==> config.mk <==
export PLATFORM = sky130hd
export DESIGN_NAME = flash_write_combining_command_encoder_top
export DESIGN_NICKNAME = d
export VERILOG_FILES = /design/src/hdl/fwc_pkg.sv /design/src/hdl/flash_write_combining_command_encoder_top.sv /design/src/hdl/fwc_ram.sv /design/src/hdl/fwc_ctrl.sv /design/src/hdl/fwc_dp.sv
export SDC_FILE = /design/constraint.sdc
export NUM_CORES = 1
export LEC_CHECK = 0
export ABC_CLOCK_PERIOD_IN_PS = 7000
export BUFFER_PORTS_ARGS = -buffer_cell sky130_fd_sc_hd__buf_2
export CORE_MARGIN = 4
export CORE_UTILIZATION = 45
export CTS_CLUSTER_DIAMETER = 100
export DETAILED_ROUTE_END_ITERATION = 8
export SYNTH_ARGS = -nofsm -noshare
export SYNTH_HDL_FRONTEND = slang
export SYNTH_SLANG_ARGS = --single-unit
==> constraint.sdc <==
create_clock -name aclk -period 7 [get_ports aclk]
set_input_delay 0.7 -clock aclk [delete_from_list [all_inputs] [get_ports aclk]]
set_output_delay 0.7 -clock aclk [all_outputs]
set_load 0.01 [all_outputs]
==> src/hdl/fwc_pkg.sv <==
`timescale 1ns / 1ps
// shared types for the flash write-combining command encoder
// command and status structs between controller and datapath; no dependencies

package fwc_pkg;

    // where the datapath takes the next link byte from
    typedef enum logic [2:0] {
        SRC_CODE,
        SRC_START,
        SRC_COUNT,
        SRC_ADDR,
        SRC_VALUE,
        SRC_DELAY,
        SRC_LEN,
        SRC_DATA
    } src_t;

    // update of the device operation buffer fill count
    typedef enum logic [1:0] {
        USED_HOLD,
        USED_ADD5,
        USED_ADD_RUN,
        USED_CLEAR
    } used_op_t;

    // byte count used by the overflow check
    typedef enum logic [1:0] {
        CHK_5,
        CHK_6,
        CHK_RUN
    } chk_t;

    typedef struct packed {
        logic      load;
        logic      emit;
        src_t      src;
        logic [1:0] bsel;
        logic [7:0] code;
        logic      flush;
        logic      store_open;
        logic      store_append;
        logic      data_adv;
        logic      run_done;
        used_op_t  used_op;
        chk_t      chk;
    } cmd_t;

    typedef struct packed {
        logic [2:0] kind;
        logic       lim_zero;
        logic       lim_reached;
        logic       append_ok;
        logic       count_zero;
        logic       count_one;
        logic       data_last;
        logic       used_zero;
        logic       full;
        logic       emit_ok;
    } status_t;

endpackage

==> src/hdl/flash_write_combining_command_encoder_top.sv <==
`timescale 1ns / 1ps
// top level of the flash write-combining command encoder
// instantiates fwc_ctrl and fwc_dp; depends on fwc_pkg

// Takes one host flash request at a time (write byte, delay, read byte,
// read n bytes, execute) and turns it into programmer command bytes, one byte
// per m_ transfer with m_tlast on the final byte of the request. Byte writes to
// consecutive addresses are collected into one buffered write-n command; the
// encoder tracks the device operation buffer and inserts an execute command
// before it would overflow. The link bytes of a request leave through a single
// byte-wide output path at one per cycle while m_tready is held high, and
// the controller also steps through dispatch, run bookkeeping and the buffer
// check. s_tready is high only between requests. A write that merely extends
// a run produces no bytes. No clearing pass runs after reset; the run buffer
// is only read at entries already written.

module flash_write_combining_command_encoder_top #(
    parameter int MAX_RUN = 32
) (
    input  logic        aclk,
    input  logic        aresetn,
    input  logic        s_tvalid,
    output logic        s_tready,
    input  logic [87:0] s_tdata,   // address[23:0], write_value[31:24],
                                   // delay_us[63:32], read_length[87:64]
    input  logic [2:0]  s_tuser,   // kind[2:0]
    output logic        m_tvalid,
    input  logic        m_tready,
    output logic [7:0]  m_tdata,   // link_byte[7:0]
    output logic        m_tlast,
    input  logic        cfg_we,
    input  logic [0:0]  cfg_addr,
    input  logic [15:0] cfg_wdata
);

    fwc_pkg::cmd_t    cmd;
    fwc_pkg::status_t sts;

    fwc_ctrl u_ctrl (
        .aclk     (aclk),
        .aresetn  (aresetn),
        .s_tvalid (s_tvalid),
        .s_tready (s_tready),
        .sts      (sts),
        .cmd      (cmd)
    );

    fwc_dp #(
        .MAX_RUN (MAX_RUN)
    ) u_dp (
        .aclk      (aclk),
        .aresetn   (aresetn),
        .s_tdata   (s_tdata),
        .s_tuser   (s_tuser),
        .cfg_we    (cfg_we),
        .cfg_addr  (cfg_addr),
        .cfg_wdata (cfg_wdata),
        .m_tdata   (m_tdata),
        .m_tlast   (m_tlast),
        .m_tvalid  (m_tvalid),
        .m_tready  (m_tready),
        .cmd       (cmd),
        .sts       (sts)
    );

endmodule

==> src/hdl/fwc_ram.sv <==
`timescale 1ns / 1ps
// generic single-write, single-read ram with registered read data
// no dependencies

module fwc_ram #(
    parameter int WIDTH = 8,
    parameter int DEPTH = 32,
    localparam int AW = (DEPTH > 1) ? $clog2(DEPTH) : 1
) (
    input  logic             aclk,
    input  logic             we,
    input  logic [AW-1:0]    waddr,
    input  logic [WIDTH-1:0] wdata,
    input  logic [AW-1:0]    raddr,
    output logic [WIDTH-1:0] rdata
);

    logic [WIDTH-1:0] mem [DEPTH];

    always_ff @(posedge aclk) begin
        if (we) begin
            mem[waddr] <= wdata;
        end
        rdata <= mem[raddr];
    end

endmodule

==> src/hdl/fwc_ctrl.sv <==
`timescale 1ns / 1ps
// controller: sequences requests into link bytes one step per cycle, holding while the output stalls
// depends on fwc_pkg (cmd_t, status_t and their enums)

module fwc_ctrl (
    input  logic             aclk,
    input  logic             aresetn,
    input  logic             s_tvalid,
    output logic             s_tready,
    input  fwc_pkg::status_t sts,
    output fwc_pkg::cmd_t    cmd
);

    localparam logic [2:0] KIND_WRITE     = 3'd0;
    localparam logic [2:0] KIND_DELAY     = 3'd1;
    localparam logic [2:0] KIND_READ_BYTE = 3'd2;
    localparam logic [2:0] KIND_READ_N    = 3'd3;
    localparam logic [2:0] KIND_EXEC      = 3'd4;

    localparam logic [7:0] CMD_READ_BYTE  = 8'h09;
    localparam logic [7:0] CMD_READ_N     = 8'h0A;
    localparam logic [7:0] CMD_WRITE_BYTE = 8'h0C;
    localparam logic [7:0] CMD_WRITE_N    = 8'h0D;
    localparam logic [7:0] CMD_DELAY      = 8'h0E;
    localparam logic [7:0] CMD_EXEC       = 8'h0F;

    typedef enum logic [3:0] {
        S_IDLE,
        S_DISPATCH,
        S_OPEN,
        S_CHK,
        S_EXEC,
        S_LIMCHK,
        S_CMD,
        S_RUN,
        S_FIN
    } state_t;

    state_t     state_reg, state_next;
    state_t     ret_reg, ret_next;
    logic [2:0] step_reg, step_next;
    logic       write_run;
    logic       in_data;

    assign write_run = (sts.kind == KIND_WRITE) && !sts.lim_zero;

    always_comb begin
        cmd         = '0;
        cmd.src     = fwc_pkg::SRC_CODE;
        cmd.used_op = fwc_pkg::USED_HOLD;
        cmd.chk     = fwc_pkg::CHK_5;
        state_next  = state_reg;
        ret_next    = ret_reg;
        step_next   = step_reg;
        s_tready    = 1'b0;
        in_data     = 1'b0;

        unique case (state_reg)
            S_IDLE: begin
                s_tready = 1'b1;
                if (s_tvalid) begin
                    cmd.load   = 1'b1;
                    state_next = S_DISPATCH;
                end
            end

            S_DISPATCH: begin
                step_next = 3'd0;
                case (sts.kind)
                    KIND_WRITE: begin
                        if (sts.lim_zero) begin
                            ret_next   = S_CHK;
                            state_next = S_RUN;
                        end else if (sts.append_ok) begin
                            cmd.store_append = 1'b1;
                            state_next       = S_CHK;
                        end else begin
                            ret_next   = S_OPEN;
                            state_next = S_RUN;
                        end
                    end
                    KIND_DELAY: begin
                        ret_next   = S_CHK;
                        state_next = S_RUN;
                    end
                    KIND_READ_BYTE, KIND_READ_N: begin
                        // a read drains everything queued in the device first
                        if (!sts.used_zero || !sts.count_zero) begin
                            ret_next   = S_EXEC;
                            state_next = S_RUN;
                        end else begin
                            state_next = S_CMD;
                        end
                    end
                    KIND_EXEC: begin
                        ret_next   = S_EXEC;
                        state_next = S_RUN;
                    end
                    default: state_next = S_FIN;
                endcase
            end

            S_OPEN: begin
                cmd.store_open = 1'b1;
                state_next     = S_CHK;
            end

            S_CHK: begin
                if (write_run) begin
                    cmd.chk = fwc_pkg::CHK_RUN;
                end else if (sts.kind == KIND_WRITE) begin
                    cmd.chk = fwc_pkg::CHK_6;
                end else begin
                    cmd.chk = fwc_pkg::CHK_5;
                end
                step_next = 3'd0;
                if (sts.full) begin
                    ret_next   = S_EXEC;
                    state_next = S_RUN;
                end else if (write_run) begin
                    state_next = S_LIMCHK;
                end else begin
                    state_next = S_CMD;
                end
            end

            S_EXEC: begin
                if (sts.emit_ok) begin
                    cmd.emit    = 1'b1;
                    cmd.code    = CMD_EXEC;
                    cmd.used_op = fwc_pkg::USED_CLEAR;
                    step_next   = 3'd0;
                    if (sts.kind == KIND_EXEC) begin
                        state_next = S_FIN;
                    end else if (write_run) begin
                        state_next = S_LIMCHK;
                    end else begin
                        state_next = S_CMD;
                    end
                end
            end

            S_LIMCHK: begin
                step_next = 3'd0;
                if (sts.lim_reached) begin
                    ret_next   = S_FIN;
                    state_next = S_RUN;
                end else begin
                    state_next = S_FIN;
                end
            end

            S_CMD: begin
                if (sts.emit_ok) begin
                    cmd.emit  = 1'b1;
                    step_next = step_reg + 3'd1;
                    case (sts.kind)
                        KIND_WRITE: begin
                            if (step_reg == 3'd0) begin
                                cmd.code = CMD_WRITE_BYTE;
                            end else if (step_reg < 3'd4) begin
                                cmd.src  = fwc_pkg::SRC_ADDR;
                                cmd.bsel = 2'(step_reg - 3'd1);
                            end else begin
                                cmd.src     = fwc_pkg::SRC_VALUE;
                                cmd.used_op = fwc_pkg::USED_ADD5;
                                state_next  = S_FIN;
                            end
                        end
                        KIND_DELAY: begin
                            if (step_reg == 3'd0) begin
                                cmd.code = CMD_DELAY;
                            end else begin
                                cmd.src  = fwc_pkg::SRC_DELAY;
                                cmd.bsel = 2'(step_reg - 3'd1);
                                if (step_reg == 3'd4) begin
                                    cmd.used_op = fwc_pkg::USED_ADD5;
                                    state_next  = S_FIN;
                                end
                            end
                        end
                        KIND_READ_BYTE: begin
                            if (step_reg == 3'd0) begin
                                cmd.code = CMD_READ_BYTE;
                            end else begin
                                cmd.src  = fwc_pkg::SRC_ADDR;
                                cmd.bsel = 2'(step_reg - 3'd1);
                                if (step_reg == 3'd3) begin
                                    state_next = S_FIN;
                                end
                            end
                        end
                        KIND_READ_N: begin
                            if (step_reg == 3'd0) begin
                                cmd.code = CMD_READ_N;
                            end else if (step_reg < 3'd4) begin
                                cmd.src  = fwc_pkg::SRC_ADDR;
                                cmd.bsel = 2'(step_reg - 3'd1);
                            end else begin
                                cmd.src  = fwc_pkg::SRC_LEN;
                                cmd.bsel = 2'(step_reg - 3'd4);
                                if (step_reg == 3'd6) begin
                                    state_next = S_FIN;
                                end
                            end
                        end
                        default: begin
                            cmd.emit   = 1'b0;
                            state_next = S_FIN;
                        end
                    endcase
                end
            end

            S_RUN: begin
                // an empty run sends nothing and just returns
                if (sts.count_zero) begin
                    state_next = ret_reg;
                end else if (sts.emit_ok) begin
                    cmd.emit = 1'b1;
                    in_data  = sts.count_one ? (step_reg == 3'd4) : (step_reg == 3'd7);
                    if (step_reg == 3'd0) begin
                        cmd.code = sts.count_one ? CMD_WRITE_BYTE : CMD_WRITE_N;
                    end else if (in_data) begin
                        cmd.src = fwc_pkg::SRC_DATA;
                    end else if (sts.count_one || step_reg >= 3'd4) begin
                        cmd.src  = fwc_pkg::SRC_START;
                        cmd.bsel = sts.count_one ? 2'(step_reg - 3'd1)
                                                 : 2'(step_reg - 3'd4);
                    end else begin
                        cmd.src  = fwc_pkg::SRC_COUNT;
                        cmd.bsel = 2'(step_reg - 3'd1);
                    end
                    if (in_data) begin
                        cmd.data_adv = 1'b1;
                        if (sts.data_last) begin
                            cmd.run_done = 1'b1;
                            cmd.used_op  = fwc_pkg::USED_ADD_RUN;
                            state_next   = ret_reg;
                        end
                    end else begin
                        step_next = step_reg + 3'd1;
                    end
                end
            end

            S_FIN: begin
                // hold back the final byte until it can go out marked last
                if (sts.emit_ok) begin
                    cmd.flush  = 1'b1;
                    state_next = S_IDLE;
                end
            end

            default: state_next = S_IDLE;
        endcase
    end

    always_ff @(posedge aclk) begin
        if (!aresetn) begin
            state_reg <= S_IDLE;
            ret_reg   <= S_FIN;
            step_reg  <= 3'd0;
        end else begin
            state_reg <= state_next;
            ret_reg   <= ret_next;
            step_reg  <= step_next;
        end
    end

endmodule

==> src/hdl/fwc_dp.sv <==
`timescale 1ns / 1ps
// datapath: config registers, request fields, pending run, buffer fill count,
// link byte selection and the output stage; depends on fwc_pkg and fwc_ram

module fwc_dp #(
    parameter int MAX_RUN = 32
) (
    input  logic             aclk,
    input  logic             aresetn,
    input  logic [87:0]      s_tdata,
    input  logic [2:0]       s_tuser,
    input  logic             cfg_we,
    input  logic [0:0]       cfg_addr,
    input  logic [15:0]      cfg_wdata,
    output logic [7:0]       m_tdata,
    output logic             m_tlast,
    output logic             m_tvalid,
    input  logic             m_tready,
    input  fwc_pkg::cmd_t    cmd,
    output fwc_pkg::status_t sts
);

    localparam int CNT_W = $clog2(MAX_RUN + 1);
    localparam int IDX_W = (MAX_RUN > 1) ? $clog2(MAX_RUN) : 1;
    localparam int CMP_W = ((CNT_W > 6) ? CNT_W : 6) + 1;
    localparam int N_W   = $clog2(MAX_RUN + 8);

    localparam logic [0:0]  REG_RUN_LIMIT  = 1'b0;
    localparam logic [0:0]  REG_OPBUF_CAP  = 1'b1;
    localparam logic [15:0] OPBUF_CAP_INIT = 16'd300;
    localparam logic [16:0] USED_MAX       = 17'h1FFFF;

    logic [5:0]       limit_reg;
    logic [15:0]      cap_reg;
    logic [2:0]       kind_reg;
    logic [23:0]      addr_reg;
    logic [7:0]       value_reg;
    logic [31:0]      delay_reg;
    logic [23:0]      len_reg;
    logic [23:0]      start_reg;
    logic [CNT_W-1:0] count_reg;
    logic [16:0]      used_reg;
    logic [IDX_W-1:0] ridx_reg, ridx_next;
    logic [7:0]       hold_reg;
    logic             hold_valid_reg;
    logic [7:0]       out_data_reg;
    logic             out_last_reg;
    logic             out_valid_reg;

    logic [CMP_W-1:0] lim_eff;
    logic [N_W-1:0]   run_n;
    logic [N_W-1:0]   chk_n;
    logic [N_W-1:0]   add_n;
    logic [17:0]      chk_sum;
    logic [17:0]      used_sum;
    logic [16:0]      used_sat;
    logic [31:0]      word;
    logic [7:0]       link_byte;
    logic [7:0]       ram_rdata;
    logic             ram_we;
    logic [IDX_W-1:0] ram_waddr;

    assign lim_eff = (CMP_W'(limit_reg) > CMP_W'(MAX_RUN)) ? CMP_W'(MAX_RUN)
                                                           : CMP_W'(limit_reg);

    // a run of one byte goes out as a write-byte command, five bytes in the device
    assign run_n = (count_reg == CNT_W'(1)) ? N_W'(5) : N_W'(7) + N_W'(count_reg);

    always_comb begin
        case (cmd.chk)
            fwc_pkg::CHK_6:   chk_n = N_W'(6);
            fwc_pkg::CHK_RUN: chk_n = N_W'(7) + N_W'(count_reg);
            default:          chk_n = N_W'(5);
        endcase
    end

    assign chk_sum = 18'(used_reg) + 18'(chk_n);

    assign add_n    = (cmd.used_op == fwc_pkg::USED_ADD_RUN) ? run_n : N_W'(5);
    assign used_sum = 18'(used_reg) + 18'(add_n);
    assign used_sat = (used_sum > 18'(USED_MAX)) ? USED_MAX : used_sum[16:0];

    assign sts.kind        = kind_reg;
    assign sts.lim_zero    = (lim_eff == '0);
    assign sts.lim_reached = (CMP_W'(count_reg) >= lim_eff);
    assign sts.append_ok   = (count_reg != '0) && (count_reg < CNT_W'(MAX_RUN))
                           && (addr_reg == start_reg + 24'(count_reg));
    assign sts.count_zero  = (count_reg == '0);
    assign sts.count_one   = (count_reg == CNT_W'(1));
    assign sts.data_last   = (CNT_W'(ridx_reg) + CNT_W'(1) == count_reg);
    assign sts.used_zero   = (used_reg == '0);
    assign sts.full        = (18'(cap_reg) <= chk_sum);
    assign sts.emit_ok     = !hold_valid_reg || !out_valid_reg || m_tready;

    // byte select over the multi-byte fields, least significant byte first
    always_comb begin
        case (cmd.src)
            fwc_pkg::SRC_START: word = {8'd0, start_reg};
            fwc_pkg::SRC_COUNT: word = 32'(count_reg);
            fwc_pkg::SRC_ADDR:  word = {8'd0, addr_reg};
            fwc_pkg::SRC_DELAY: word = delay_reg;
            fwc_pkg::SRC_LEN:   word = {8'd0, len_reg};
            default:            word = 32'd0;
        endcase
    end

    always_comb begin
        case (cmd.src)
            fwc_pkg::SRC_CODE:  link_byte = cmd.code;
            fwc_pkg::SRC_VALUE: link_byte = value_reg;
            fwc_pkg::SRC_DATA:  link_byte = ram_rdata;
            default:            link_byte = word[{cmd.bsel, 3'b000} +: 8];
        endcase
    end

    // read address runs one step ahead so the data byte is ready when needed
    always_comb begin
        if (cmd.run_done) begin
            ridx_next = '0;
        end else if (cmd.data_adv) begin
            ridx_next = ridx_reg + IDX_W'(1);
        end else begin
            ridx_next = ridx_reg;
        end
    end

    assign ram_we    = cmd.store_open || cmd.store_append;
    assign ram_waddr = cmd.store_open ? '0 : count_reg[IDX_W-1:0];

    fwc_ram #(
        .WIDTH (8),
        .DEPTH (MAX_RUN)
    ) u_run_ram (
        .aclk  (aclk),
        .we    (ram_we),
        .waddr (ram_waddr),
        .wdata (value_reg),
        .raddr (ridx_next),
        .rdata (ram_rdata)
    );

    always_ff @(posedge aclk) begin
        if (cmd.load) begin
            kind_reg  <= s_tuser;
            addr_reg  <= s_tdata[23:0];
            value_reg <= s_tdata[31:24];
            delay_reg <= s_tdata[63:32];
            len_reg   <= s_tdata[87:64];
        end
        if (cmd.store_open) begin
            start_reg <= addr_reg;
        end
        if (cmd.emit) begin
            hold_reg <= link_byte;
        end
        // only a held byte moves on; a stalled output byte stays put
        if ((cmd.emit || cmd.flush) && hold_valid_reg) begin
            out_data_reg <= hold_reg;
            out_last_reg <= cmd.flush;
        end
    end

    always_ff @(posedge aclk) begin
        if (!aresetn) begin
            limit_reg      <= 6'd0;
            cap_reg        <= OPBUF_CAP_INIT;
            count_reg      <= '0;
            used_reg       <= 17'd0;
            ridx_reg       <= '0;
            hold_valid_reg <= 1'b0;
            out_valid_reg  <= 1'b0;
        end else begin
            if (cfg_we) begin
                unique case (cfg_addr)
                    REG_RUN_LIMIT: limit_reg <= cfg_wdata[5:0];
                    REG_OPBUF_CAP: cap_reg   <= cfg_wdata;
                endcase
            end

            if (cmd.run_done) begin
                count_reg <= '0;
            end else if (cmd.store_open) begin
                count_reg <= CNT_W'(1);
            end else if (cmd.store_append) begin
                count_reg <= count_reg + CNT_W'(1);
            end

            case (cmd.used_op) inside
                fwc_pkg::USED_ADD5, fwc_pkg::USED_ADD_RUN: used_reg <= used_sat;
                fwc_pkg::USED_CLEAR:                       used_reg <= 17'd0;
                default:                                   used_reg <= used_reg;
            endcase

            ridx_reg <= ridx_next;

            // held byte moves to the output stage when a newer byte arrives or the request is flushed
            if ((cmd.emit || cmd.flush) && hold_valid_reg) begin
                out_valid_reg <= 1'b1;
            end else if (m_tready) begin
                out_valid_reg <= 1'b0;
            end
            if (cmd.emit) begin
                hold_valid_reg <= 1'b1;
            end else if (cmd.flush) begin
                hold_valid_reg <= 1'b0;
            end
        end
    end

    assign m_tdata  = out_data_reg;
    assign m_tlast  = out_last_reg;
    assign m_tvalid = out_valid_reg;

endmodule

==> flow_summary.ini <==
[run_status]
status = finished clean

[global_routing]
grt_pass1_vias = 15424
grt_start_max_net_pins = 68
globalRoute.totalOverflow = 0
track_usage = 0.218
antenna_found_initial = 1
grt_pass1_wl_um = 89500

[flow_run]
drv_cap = 0

[synth]
ys_warn_count = 0
ys_async_sr_fraction = 0
syn_inst = 1849
synthTopCellsByArea = edfxtp_1 53%, dfxtp_1 6.5%, ha_1 3.2%, nand2_1 3.1%, mux2i_1 2.9%
ys_seq_area_frac = 0.599
synth_nets = 2020
synth_ff_type = edfxtp_1
yosys-top-cells-count = 388 x edfxtp_1, 179 x nand2_1, 114 x nor2_1, 105 x a21oi_1, 94 x clkbuf_1
ys_ff_latch = 459
yosysMostFrequentCell = edfxtp_1
syn_area_um2 = 21800
avgSynthCellArea_um2 = 11.8
synth_edf_count = 388
yosysTopAreaCell = edfxtp_1
synth_cell_types = 82
synth_top_area_frac = 0.534

[timing]
rsz0062_at_grt = no
worst_pin_slew_ns = 1.24
hold_violations = 0
setup-violations-final = 0
clock_skew_ns = 0.0462
finalWorstSetupSlack_ns = 1.09
finalSetupTns_ns = 0
fmax_mhz = 169
min_period_over_period = 0.844
period_minus_slack_ns = 5.91
maxSlewViolCount = 0
relSlewSlack = 0.165
holdWs_ns = 0.253

[detailed_routing]
routed-via-count = 15697
drc_errors = 0
drtAntennaViolNets = 0
post_drt_wl_per_cell_um = 22.6
drtIter0Drc = 1395
viasPerCell = 6.04
dr.pass1.iters = 5
wl_um = 58600

[floorplanning]
io_pins = 124
placementRows = 80
coreArea_um2 = 47800
die_w_um = 228
start_util = 0.456
die_height_um = 228
dieArea_um2 = 52100

[clocking]
ctsHoldBuffers = 0
postCtsSetupRepairBufs = 0
h-tree-depth = 2
cts_buffer_depth = 3
post_cts_resized = 0
cts_tree = built
cts_buffers = 49
cts.sinks = 459
clk_pin_slew_ns = 0.06
clock-root-buffer = clkbuf_16
insertion_delay_ns = 0.62

[placed_design]
gp_congestion = 0.879
placed_area_um2 = 23100
place_ws_ns = 1.17
dp_hpwl_um = 39500
portBuffers = 123
dpl.cell_count = 2509

[power_and_ir_drop]
switching_power_uw = 1920
ir_worst_vdd_v = 0.000201
p_int_uw = 5100
power_switching_share = 0.273
p_per_area_nw_per_um2 = 285
p_leak_uw = 0.00845
seqPwrFrac = 0.504
clock_power_share = 0.352
power_frac_comb = 0.144

[finish]
layout.cells.non_filler = 2598
antenna_cells = 0
largest_register_ffs = 256
area_growth_pct = 12.9
final_nets = 2116
drive_gt1_frac = 0.135
stdcell_area_um2 = 24600
fillCellCount = 4156

[critical_path]
worstSetupPathType = reg2reg
end_kind = flop
slowest_delay_ns = 0.59
path_max_fanout = 15
worstPathArrival_ns = 6.36
worst_ep_required_time_ns = 7.45
r2r_setup_slack_ns = 1.09
startpoint_type = flop
critPathSlowestCell = edfxtp_1

[min_path]
worst_hold_path_type = in2reg
==> worst paths after layout <==
check                 endpoint  cells past startpoint              from
max          u_ctrl.ret_reg[0]                     26  u_dp.kind_reg[1]
min          u_dp.value_reg[4]                      1       s_tdata[28]
max reg2reg  u_ctrl.ret_reg[0]                     26  u_dp.kind_reg[1]
min reg2reg    u_dp.m_tdata[6]                      0  u_dp.hold_reg[6]
==> power groups by stage <==
stage               sequential, uW  combinational, uW  clock [uW]
CTS                           3540               1010        2520
global route                  3560               1120        2630
floorplan                     3580                613           0
finish                        3540               1010        2470
detailed placement            3590               1010           0
global placement              3590               1000           0
==> placed cells by master, fill, tap and decap left out, types with 19 or more instances in the layout <==
cell / count
edfxtp_1: 388
nand2_1: 179
buf_2: 123
nor2_1: 114
a21oi_1: 104
dfxtp_1: 71
o21ai_0: 66
nand3_1: 66
mux2i_1: 64
o221ai_1: 63
ha_1: 55
clkbuf_16: 49
xnor2_1: 43
buf_4: 41
inv_1: 40
o211ai_1: 35
nor3_1: 31
nor2b_1: 23
xor2_1: 23
a21boi_0: 23
a22oi_1: 22
a31oi_1: 21
clkbuf_1: 19
==> layer usage <==
metal / up-vias / wire [um] / track usage / part of all wire
met5: - / 13 / 0 / 0.00022
met4: 2 / 1750 / 0.0739 / 0.030
met3: 113 / 4070 / 0.0357 / 0.069
met2: 609 / 27600 / 0.356 / 0.47
met1: 7664 / 25200 / 0.297 / 0.43
li1: 7309 / - / - / -
==> worst max-delay path, delay by kind of cell, from the launching register on <==
kind | cells | cell delay [ns]
AOI/OAI and AO/OA | 11 | 1.95
xor gates and xnor gates | 1 | 0.17
adders and majority gates | 4 | 0.98
buffers and inverters | 2 | 0.16
DFF | 1 | 0.59
muxes | 1 | 0.21
and+or+nand+nor | 7 | 1.68
==> layout make-up <==
class,count,area (um2),area share
inverter,40,150,0.00609
tap,615,769,0.0312
timing repair buffer,165,943,0.0383
clock buffer,74,1380,0.0560
multi-input combinational,1230,8190,0.332
sequential,459,13100,0.530
clock inverter,15,141,0.00574
==> kinds of logic (layout without fill, tap and decap cells) <==
family,count (synthesis),after routing,share of synthesized area
adder cells (fa/ha/maj),58,58,0.0343
buffers and inverters,160,294,0.0289
flip-flops,459,459,0.599
AND/OR/NAND/NOR,541,541,0.120
AO/OA/AOI/OAI,495,495,0.159
multiplexers,69,69,0.0324
XOR/XNOR,67,67,0.0269
==> through the flow <==
stage / power [uW] / util
final: 7020 / 0.515
after global routing: 7310 / 0.515
after CTS: 7070 / 0.515
after detailed placement: 4600 / 0.483
after global placement: 4590 / 0.483
after floorplan: 4190 / -
No activity file was read; power rests on OpenSTA's default activity.
